===== config.mk =====
export PLATFORM = sky130hd
export DESIGN_NAME = bounded_priority_queue_unit
export DESIGN_NICKNAME = d
export VERILOG_FILES = /design/src/hdl/bpq_pkg.sv /design/src/hdl/bounded_priority_queue_unit.sv /design/src/hdl/bpq_ram.sv /design/src/hdl/bpq_ctrl.sv /design/src/hdl/bpq_dp.sv
export SDC_FILE = /design/constraint.sdc
export NUM_CORES = 2
export LEC_CHECK = 0
export ABC_AREA = 0
export ABC_CLOCK_PERIOD_IN_PS = 8750
export BUFFER_PORTS_ARGS = -buffer_cell sky130_fd_sc_hd__buf_2
export CORE_ASPECT_RATIO = 0.5
export CORE_MARGIN = 10
export CORE_UTILIZATION = 45
export DETAILED_ROUTE_END_ITERATION = 8
export SKIP_LAST_GASP = 1
export SLEW_MARGIN = 20
export SYNTH_ARGS = -nofsm -noshare
export SYNTH_HDL_FRONTEND = slang
export SYNTH_SLANG_ARGS = --single-unit

===== constraint.sdc =====
create_clock -name clk -period 8.75 [get_ports clk]
set_input_delay 0.4375 -clock clk [delete_from_list [all_inputs] [get_ports clk]]
set_output_delay 0.4375 -clock clk [all_outputs]
set_load 0.05 [all_outputs]

===== src/hdl/bpq_pkg.sv =====
// Shared types and codes for the bounded priority queue.
// No dependencies; used by every module under hdl/ except bpq_ram.
package bpq_pkg;

  localparam int DATA_W = 32;
  localparam int OP_W   = 2;
  localparam int ST_W   = 2;
  localparam int OCC_W  = 5;

  // operation codes
  localparam logic [OP_W-1:0] OP_ENQUEUE = 2'd0;
  localparam logic [OP_W-1:0] OP_DEQUEUE = 2'd1;
  localparam logic [OP_W-1:0] OP_PEEK    = 2'd2;

  // status codes
  localparam logic [ST_W-1:0] ST_OK    = 2'd0;
  localparam logic [ST_W-1:0] ST_FULL  = 2'd1;
  localparam logic [ST_W-1:0] ST_EMPTY = 2'd2;

  // controller -> datapath
  typedef struct packed {
    logic load;      // capture request fields
    logic rd_top;    // read head entry, index := count-1
    logic shift;     // move read entry up one slot, read next one down
    logic put_next;  // write new pair above index, finish request
    logic put_zero;  // write new pair at slot 0, finish request
    logic res_imm;   // finish request with no storage access
    logic res_head;  // finish request with head entry read
  } cmd_t;

  // datapath -> controller
  typedef struct packed {
    logic in_enq;    // incoming operation is an enqueue
    logic in_head;   // incoming operation is a dequeue or peek
    logic full;
    logic empty;
    logic greater;   // read entry outranks the pending pair
    logic idx_zero;
  } sts_t;

endpackage


===== src/hdl/bounded_priority_queue_unit.sv =====
// Bounded priority queue of value/priority pairs, served highest priority
// first, newest first among equal priorities. Top level; depends on bpq_pkg,
// bpq_ctrl, bpq_dp (which holds bpq_ram).
//
// A request is taken when start is high and busy is low. Its result appears
// on status/head_value/head_priority/occupancy for exactly one cycle with
// done high; the receiver cannot stall it. Entries sit in one RAM sorted by
// ascending priority with the head at the top slot, so dequeue and peek need
// only one registered RAM read. An enqueue scans down from the head moving
// each higher-priority entry up one slot, one entry per cycle through the
// RAM's single read and write port, then writes the new pair; on an empty
// queue it writes slot 0 at once. Requests that touch no entry (full, empty,
// unused operation code) are not busy at all. done rises the cycle after the
// last busy cycle, or the cycle after the request for the non-busy cases.
module bounded_priority_queue_unit #(
  parameter int CAPACITY = 16
) (
  input  logic                               clk,
  input  logic                               rst,
  input  logic                               start,
  output logic                               busy,
  input  logic        [bpq_pkg::OP_W-1:0]    operation,
  input  logic signed [bpq_pkg::DATA_W-1:0]  value,
  input  logic signed [bpq_pkg::DATA_W-1:0]  priority_req,
  output logic                               done,
  output logic        [bpq_pkg::ST_W-1:0]    status,
  output logic signed [bpq_pkg::DATA_W-1:0]  head_value,
  output logic signed [bpq_pkg::DATA_W-1:0]  head_priority,
  output logic        [bpq_pkg::OCC_W-1:0]   occupancy
);
  import bpq_pkg::*;

  cmd_t cmd;
  sts_t sts;

  bpq_ctrl u_ctrl (
    .clk  (clk),
    .rst  (rst),
    .start(start),
    .busy (busy),
    .cmd  (cmd),
    .sts  (sts)
  );

  bpq_dp #(.CAPACITY(CAPACITY)) u_dp (
    .clk          (clk),
    .rst          (rst),
    .cmd          (cmd),
    .sts          (sts),
    .operation    (operation),
    .value        (value),
    .priority_req (priority_req),
    .done         (done),
    .status       (status),
    .head_value   (head_value),
    .head_priority(head_priority),
    .occupancy    (occupancy)
  );

endmodule


===== src/hdl/bpq_ram.sv =====
// Generic simple dual-port RAM, one write and one registered read per cycle.
// No dependencies.
module bpq_ram #(
  parameter int WIDTH = 64,
  parameter int DEPTH = 16
) (
  clk,
  we,
  waddr,
  wdata,
  re,
  raddr,
  rdata
);
  localparam int AW = (DEPTH > 1) ? $clog2(DEPTH) : 1;

  input  logic             clk;
  input  logic             we;
  input  logic [AW-1:0]    waddr;
  input  logic [WIDTH-1:0] wdata;
  input  logic             re;
  input  logic [AW-1:0]    raddr;
  output logic [WIDTH-1:0] rdata;

  logic [WIDTH-1:0] mem [DEPTH];

  always_ff @(posedge clk) begin
    if (we) begin
      mem[waddr] <= wdata;
    end
    if (re) begin
      rdata <= mem[raddr];
    end
  end

endmodule


===== src/hdl/bpq_ctrl.sv =====
// Request sequencer for the bounded priority queue.
// Depends on bpq_pkg; drives bpq_dp through cmd_t, watches sts_t.
module bpq_ctrl (
  input  logic          clk,
  input  logic          rst,
  input  logic          start,
  output logic          busy,
  output bpq_pkg::cmd_t cmd,
  input  bpq_pkg::sts_t sts
);
  import bpq_pkg::*;

  typedef enum logic [3:0] {
    S_IDLE = 4'b0001,
    S_CMP  = 4'b0010,
    S_INS  = 4'b0100,
    S_HEAD = 4'b1000
  } state_t;

  state_t state, state_next;

  always_ff @(posedge clk) begin
    if (rst) begin
      state <= S_IDLE;
    end else begin
      state <= state_next;
    end
  end

  assign busy = (state != S_IDLE);

  always_comb begin
    cmd        = '0;
    state_next = state;
    case (state)
      S_IDLE: begin
        if (start) begin
          cmd.load = 1'b1;
          if (sts.in_enq && !sts.full) begin
            if (sts.empty) begin
              state_next = S_INS;
            end else begin
              cmd.rd_top = 1'b1;
              state_next = S_CMP;
            end
          end else if (sts.in_head && !sts.empty) begin
            cmd.rd_top = 1'b1;
            state_next = S_HEAD;
          end else begin
            cmd.res_imm = 1'b1;
          end
        end
      end
      S_CMP: begin
        if (sts.greater) begin
          cmd.shift = 1'b1;
          if (sts.idx_zero) begin
            state_next = S_INS;
          end
        end else begin
          cmd.put_next = 1'b1;
          state_next   = S_IDLE;
        end
      end
      S_INS: begin
        cmd.put_zero = 1'b1;
        state_next   = S_IDLE;
      end
      S_HEAD: begin
        cmd.res_head = 1'b1;
        state_next   = S_IDLE;
      end
      default: begin
        state_next = S_IDLE;
      end
    endcase
  end

endmodule


===== src/hdl/bpq_dp.sv =====
// Datapath: entry storage (ascending priority, head at slot count-1),
// count, scan index, request and result registers. Depends on bpq_pkg, bpq_ram.
module bpq_dp #(
  parameter int CAPACITY = 16
) (
  input  logic                                clk,
  input  logic                                rst,
  input  bpq_pkg::cmd_t                       cmd,
  output bpq_pkg::sts_t                       sts,
  input  logic        [bpq_pkg::OP_W-1:0]     operation,
  input  logic signed [bpq_pkg::DATA_W-1:0]   value,
  input  logic signed [bpq_pkg::DATA_W-1:0]   priority_req,
  output logic                                done,
  output logic        [bpq_pkg::ST_W-1:0]     status,
  output logic signed [bpq_pkg::DATA_W-1:0]   head_value,
  output logic signed [bpq_pkg::DATA_W-1:0]   head_priority,
  output logic        [bpq_pkg::OCC_W-1:0]    occupancy
);
  import bpq_pkg::*;

  localparam int AW = (CAPACITY > 1) ? $clog2(CAPACITY) : 1;
  localparam int CW = $clog2(CAPACITY + 1);
  localparam int EW = 2 * DATA_W;

  logic        [OP_W-1:0]   req_op;
  logic signed [DATA_W-1:0] req_value;
  logic signed [DATA_W-1:0] req_prio;
  logic        [AW-1:0]     idx;
  logic        [CW-1:0]     count, count_next;
  logic        [AW-1:0]     top_addr;
  logic        [ST_W-1:0]   imm_status;

  logic          ram_we, ram_re;
  logic [AW-1:0] ram_waddr, ram_raddr;
  logic [EW-1:0] ram_wdata, ram_rdata;

  bpq_ram #(.WIDTH(EW), .DEPTH(CAPACITY)) u_ram (
    .clk  (clk),
    .we   (ram_we),
    .waddr(ram_waddr),
    .wdata(ram_wdata),
    .re   (ram_re),
    .raddr(ram_raddr),
    .rdata(ram_rdata)
  );

  assign top_addr = AW'(count - CW'(1));

  always_comb begin
    sts.in_enq   = (operation == OP_ENQUEUE);
    sts.in_head  = operation inside {OP_DEQUEUE, OP_PEEK};
    sts.full     = (count == CW'(CAPACITY));
    sts.empty    = (count == '0);
    sts.greater  = $signed(ram_rdata[EW-1:DATA_W]) > req_prio;
    sts.idx_zero = (idx == '0);
  end

  always_comb begin
    if (sts.in_enq && sts.full) begin
      imm_status = ST_FULL;
    end else if (sts.in_head && sts.empty) begin
      imm_status = ST_EMPTY;
    end else begin
      imm_status = ST_OK;
    end
  end

  // storage port control
  always_comb begin
    ram_we    = cmd.shift || cmd.put_next || cmd.put_zero;
    ram_waddr = cmd.put_zero ? '0 : AW'(idx + AW'(1));
    ram_wdata = cmd.shift ? ram_rdata : {req_prio, req_value};
    ram_re    = cmd.rd_top || (cmd.shift && !sts.idx_zero);
    ram_raddr = cmd.rd_top ? top_addr : AW'(idx - AW'(1));
  end

  always_comb begin
    count_next = count;
    if (cmd.put_next || cmd.put_zero) begin
      count_next = count + CW'(1);
    end else if (cmd.res_head && (req_op == OP_DEQUEUE)) begin
      count_next = count - CW'(1);
    end
  end

  always_ff @(posedge clk) begin
    if (rst) begin
      count <= '0;
      done  <= 1'b0;
    end else begin
      count <= count_next;
      done  <= cmd.res_imm || cmd.put_next || cmd.put_zero || cmd.res_head;
    end
  end

  always_ff @(posedge clk) begin
    if (cmd.load) begin
      req_op    <= operation;
      req_value <= value;
      req_prio  <= priority_req;
    end
    if (cmd.rd_top) begin
      idx <= top_addr;
    end else if (cmd.shift && !sts.idx_zero) begin
      idx <= AW'(idx - AW'(1));
    end
    status    <= cmd.res_imm ? imm_status : ST_OK;
    occupancy <= OCC_W'(count_next);
    if (cmd.res_head) begin
      head_value    <= ram_rdata[DATA_W-1:0];
      head_priority <= ram_rdata[EW-1:DATA_W];
    end else begin
      head_value    <= '0;
      head_priority <= '0;
    end
  end

  a_count_bound: assert property (@(posedge clk) disable iff (rst)
    count <= CW'(CAPACITY))
    else $error("entry count above capacity");

  a_occ_match: assert property (@(posedge clk) disable iff (rst)
    done |-> occupancy == OCC_W'(count))
    else $error("reported occupancy differs from held count");

  a_shift_nonempty: assert property (@(posedge clk) disable iff (rst)
    cmd.shift |-> count != '0)
    else $error("shift with no entries held");

  a_full_report: assert property (@(posedge clk) disable iff (rst)
    (done && status == ST_FULL) |-> count == CW'(CAPACITY))
    else $error("full reported below capacity");

endmodule


* After elaboration in Yosys (flattened, before gate mapping) *
Memories as Yosys holds them, arrays and structs flattened. A register that Yosys moved wholly into a read port is not among the register bits.
Index checks and enable logic that the tools add are counted.

storage, ports and cells
  register bits after elaboration = 151
  memory bits (writable) = 1024
  input port bits = 69
  output and inout bits = 73
  word-level logic and storage cells = 86
  memories kept = 1

operators by class
  $add $sub $neg = 4
  magnitude comparators = 1
  equality and inequality tests = 12
  mux-type cells = 32
  bitwise gates (word level) = 1
  reductions and logical operators = 23

memory list
  name            depth  width  read ports  clocked after Yosys merged registers in  wr ports  RTL line       source
  u_dp.u_ram.mem  16     64     1           1                                        1         bpq_ram.sv:25  logic [WIDTH-1:0] mem [DEPTH];

operators with widths
  kind                                                    number
  2-to-1 mux 64 bit                                       1
  2-to-1 mux 4 bit                                        9
  greater-than comparator 32 bit                          1
  2-to-1 mux 1 bit                                        14
  2-to-1 mux 5 bit                                        2
  2-to-1 mux 2 bit                                        4
  case mux 4 bit (2 select lines)                         1
  logical OR 1 bit                                        7
  logical AND 1 bit                                       6
  adder 5 x 1 -> 5 bit (second input constant)            1
  == test 5 bit (second input constant)                   1
  zero test 5 bit                                         1
  subtractor 5 x 1 -> 5 bit (second input constant)       1
  adder 4 x 1 -> 4 bit (second input constant)            1
  == test 2 x 1 -> 1 bit (second input constant)          2
  == test 4 x 1 -> 1 bit (second input constant)          1
  == test 4 x 2 -> 1 bit (second input constant)          1
  == test 4 x 3 -> 1 bit (second input constant)          1
  == test 4 bit (second input constant)                   1
  zero test 4 bit                                         1
  inequality test 4 x 1 -> 1 bit (second input constant)  1
  nonzero test 2 bit                                      2
  subtractor 4 x 1 -> 4 bit (second input constant)       1
  zero test 1 bit                                         3
  other kinds (9)                                         9

* Depth between registers and ports, before layout *
  depth after elaboration = 10
  depth in mapped cells = 12

* Hierarchy *
A second synthesis with hierarchy kept.

unflattened totals
  cells, all modules = 2186
  area total of the unflattened synthesis = 46507.1 um^2

by module, submodules not included
  module    times used  cells an instance  area an instance (um^2)
  bpq_ram   1           1647               40222.3
  bpq_dp    1           505                5990.7
  bpq_ctrl  1           34                 294.0

* Worst setup path after synthesis *
Ideal clock, no wire load.

  kind = register -> register
  start point = register u_dp.count[0]
  end point = register u_dp.idx[0], enable pin
  setup time = 0.588 ns
  data arrival time = 5.899 ns
  slack = 2.263 ns
  stages on the path, launching flop included = 6
  period minus slack after synthesis = 6.487 ns
  cells stage by stage = dfxtp_1 -> inv_1 -> ha_1 -> or3b_1 -> a22oi_4 -> o21ai_0

between the ends
  longest elaborated chain between the ends = 8
  elaborated cells between the ends (all ways) = 12
  those cells by class = eq/ne: 1; mux: 5; reduce/logical: 6

ends and longest elaborated chain
  item                            RTL line        source
  start, declared                 bpq_dp.sv:29    logic [CW-1:0] count, count_next;
  start signal, assigned          bpq_dp.sv:91    count <= count_next;
  zero test 5 bit                 bpq_dp.sv:53    sts.empty = (count == '0);
  zero test 1 bit                 bpq_ctrl.sv:46  end else if (sts.in_head && !sts.empty) begin
  logical AND 1 bit               bpq_ctrl.sv:46
  2-to-1 mux 1 bit                bpq_ctrl.sv:46
  2-to-1 mux 1 bit *              bpq_ctrl.sv:39  if (sts.in_enq && !sts.full) begin
  2-to-1 mux 2 bit *              bpq_ctrl.sv:37  if (start) begin
  2-to-1 mux 2 bit *              bpq_ctrl.sv:35  case (state)
  nonzero test 2 bit (no line) *  --
  end signal, assigned            bpq_dp.sv:103   idx <= top_addr;
  end signal, assigned            bpq_dp.sv:105   idx <= AW'(idx - AW'(1));
  end, declared                   bpq_dp.sv:28    logic [AW-1:0] idx;

Every way passes the cells marked *; elsewhere a longest branch is shown, timed or not.
A chain may end at the register's enable or synchronous reset.

* Worst setup path in the final report *
  start point = register u_dp.u_ram.rdata[63], read port of u_dp.u_ram.mem
  end point = memory u_dp.u_ram.mem[4][24] (data pin)

between the ends
  longest elaborated chain between the ends = 4

ends and longest elaborated chain
  item                            RTL line        source
  start, declared                 bpq_ram.sv:23   output logic [WIDTH-1:0] rdata;
  greater-than comparator 32 bit  bpq_dp.sv:54    sts.greater = $signed(ram_rdata[EW-1:DATA_W]) > req_prio;
  2-to-1 mux 1 bit                bpq_ctrl.sv:55  if (sts.greater) begin
  2-to-1 mux 2 bit                bpq_ctrl.sv:35
  2-to-1 mux 64 bit               bpq_dp.sv:72    ram_wdata = cmd.shift ? ram_rdata : {req_prio, req_value};
  named net u_dp.ram_wdata[24]    bpq_dp.sv:35    logic [EW-1:0] ram_wdata, ram_rdata;
  end, declared                   bpq_ram.sv:25

The timed path passes the listed nets, and every way through them passes these cells.

==> results.json <==
{
  "outcome": "completed",
  "seqCellArea_mm2": 0.0364,
  "vias": 29400,
  "first_iter_violations": 2784,
  "critPathRequiredTime_ps": 9150,
  "arrival_ps": 6000,
  "firstDrtPassIters": 9,
  "netlist_area_mm2": 0.0492,
  "syn_avg_cell_area_um2": 15.3,
  "finalHoldViolCount": 0,
  "drc": 0,
  "powerDensity_mw_per_mm2": 278,
  "synthTopCellsByCount": "edfxtp_1, nand2_1, a311oi_1",
  "synth-seq-cells": 1239,
  "cp_max_fo": 35,
  "port_buffers": 141,
  "grt-ovfl-total": 0,
  "final_layout_size_suffix_gt1_frac": 0.149,
  "coreArea_mm2": 0.108,
  "finalWirelength_mm": 129,
  "rows": 85,
  "start_util": 0.455,
  "track_usage": 0.203,
  "endpoint_kind": "flop",
  "die_area_mm2": 0.124,
  "dp_hpwl_mm": 61.4,
  "drt-vias-per-instance": 6.02,
  "tightest_slew_ps": 1180,
  "yosysMostFrequentCell": "edfxtp_1",
  "hold_path_class": "primary input to flop",
  "first_global_vias": 28200,
  "fmax_mhz": 179,
  "wire_per_inst_um": 26.5,
  "clock-sinks": 1239,
  "clock_latency_ps": 710,
  "yosys.area.top_type": "edfxtp_1",
  "grt_pass1_wl_mm": 190,
  "numCtsBuffers": 109,
  "die_w_um": 487,
  "final_min_period_over_clock_period": 0.640,
  "synth_top_area_share": 0.707,
  "htree_num_levels": 3,
  "final_cells": 4878,
  "die_h_um": 254,
  "async_flop_share": 0,
  "antenna_found_initial": 0,
  "nFillCells": 8821,
  "synthDistinctLibCells": 60,
  "setup_viol": 0,
  "ir_drop_mv": 0.246,
  "synth_edf_count": 1158,
  "leakage_nw": 18.3,
  "dpl.cell_count": 4604,
  "rsz0062_at_grt": "no",
  "finalCriticalPeriod_ps": 5600,
  "path_class": "flop to flop",
  "gp_congestion": 0.743,
  "synth-main-ff-cell": "edfxtp_1",
  "post_cts_buffers": 0,
  "finalMaxSlewViolations": 0,
  "yosys-top-cells-area": "edfxtp_1, a311oi_1, nand2_1",
  "cts_tree": "yes",
  "finalClockSkew_ps": 19.8,
  "diodes": 0,
  "antenna_left": 0,
  "cts_root_buf": "clkbuf_16",
  "clock_path_buffers": 3,
  "maxCapViolCount": 0,
  "syn-instance-count": 3220,
  "multi_input_area_mm2": 0.0117,
  "grt_max_degree": 174,
  "clk_pin_slew_worst_paths_ps": 60,
  "nets": 3454,
  "ios": 142,
  "syn2layout_area_growth_pct": 13.2,
  "finalSetupTns_ps": 0,
  "startpoint_type": "flop",
  "synth.net_count": 3326,
  "ys_warn_count": 0,
  "slew_headroom": 0.206,
  "ys_seq_area_frac": 0.740
}
## report_power, final
group / internal (W) / switching (W) / leakage [nW] / total, W
combinational: 0.000866 / 0.00230 / 5.42 / 0.00317
sequential: 0.00715 / 0.000142 / 11.1 / 0.00729
clock: 0.00286 / 0.00217 / 1.81 / 0.00503
## per-stage QoR
| stage | area [um2] | hold slack, ps | total power (W) | utilization | setup slack (ps) |
|---|---|---|---|---|---|
| final | 55700 | 159 | 0.0155 | 0.516 | 3150 |
| after global routing | 55700 | 167 | 0.0161 | 0.516 | 2840 |
| after CTS | 55600 | 109 | 0.0156 | 0.515 | 3170 |
| after detailed placement | 51200 | 461 | 0.0106 | 0.475 | 3160 |
| after global placement | 51200 | 457 | 0.0105 | 0.474 | 3010 |
| after floorplan | 49200 | 444 | 0.00952 | - | 2260 |
## layout by cell type (no fill, tap or decap), types with 42 or more instances in the layout
| master | instances |
|---|---|
| or4_1 | 65 |
| a211oi_1 | 211 |
| edfxtp_1 | 1158 |
| inv_1 | 43 |
| dfxtp_1 | 81 |
| buf_2 | 142 |
| nand2_1 | 531 |
| and2_1 | 65 |
| dlygate4sd3_1 | 67 |
| buf_4 | 42 |
| mux2_2 | 66 |
| a21boi_0 | 145 |
| a21boi_1 | 112 |
| a211oi_2 | 49 |
| a311oi_1 | 257 |
| clkbuf_16 | 112 |
## flip-flops by register name (all words and copies together), names as in the netlist
signal	flops
u_ctrl.state	4
u_dp.count	5
u_dp.done	1
u_dp.head_priority	32
u_dp.head_value	32
u_dp.idx	4
u_dp.occupancy	5
u_dp.req_op	2
u_dp.req_prio	32
u_dp.req_value	32
u_dp.status	2
u_dp.u_ram.mem	1024
u_dp.u_ram.rdata	64
## layer usage
metal | global-route usage | vias to the layer above | part of all wire
li1 | - | 12900 | -
met1 | 0.296 | 15100 | 0.45
met2 | 0.320 | 1092 | 0.46
met3 | 0.0309 | 189 | 0.067
met4 | 0.0468 | 0 | 0.021
met5 | 0 | - | 0
## layout make-up
class                      count  share of cell area
inverter                      46             0.00342
tap                         1435              0.0323
clock buffer                 143              0.0546
sequential                  1239               0.654
timing repair buffer         260              0.0339
clock inverter                63              0.0123
multi-input combinational   1692               0.210
## kinds of logic after synthesis
group                    count (synthesis)  share of synthesized area
buffers and inverters                  289                     0.0268
adder cells (fa/ha/maj)                 37                    0.00942
XOR/XNOR                                 6                    0.00107
AO/OA/AOI/OAI                          831                      0.137
AND/OR/NAND/NOR                        749                     0.0691
flip-flops                            1239                      0.740
multiplexers                            69                     0.0158
## final timing paths
path | start | to | slack, ps | cells past startpoint
max | u_dp.u_ram.rdata[63]$_DFFE_PP_ | u_dp.u_ram.mem[4][24]$_DFFE_PP_ | 3150 | 10
min reg2reg | u_dp.u_ram.rdata[10]$_DFFE_PP_ | u_dp.head_value[10]$_SDFF_PN0_ | 480 | 1
max reg2reg | u_dp.u_ram.rdata[63]$_DFFE_PP_ | u_dp.u_ram.mem[4][24]$_DFFE_PP_ | 3150 | 10
min | start | u_ctrl.state[2]$_SDFFE_PP0P_ | 160 | 4
## repair_timing
action | in CTS | in global routing
hold endpoints to repair | 68 | 0
hold buffers | 67 | 0
resized for setup | 0 | 0
## worst max-delay path, stage by stage (launching register included)
cell	delay, ps
edfxtp_1	490
ha_1	420
nand4_1	190
or2_1	330
nor4_1	1010
o41ai_2	190
buf_2	240
a211oi_2	680
nand2_4	560
buf_4	580
mux2_2	530
Power figures use the tool's default switching activity.
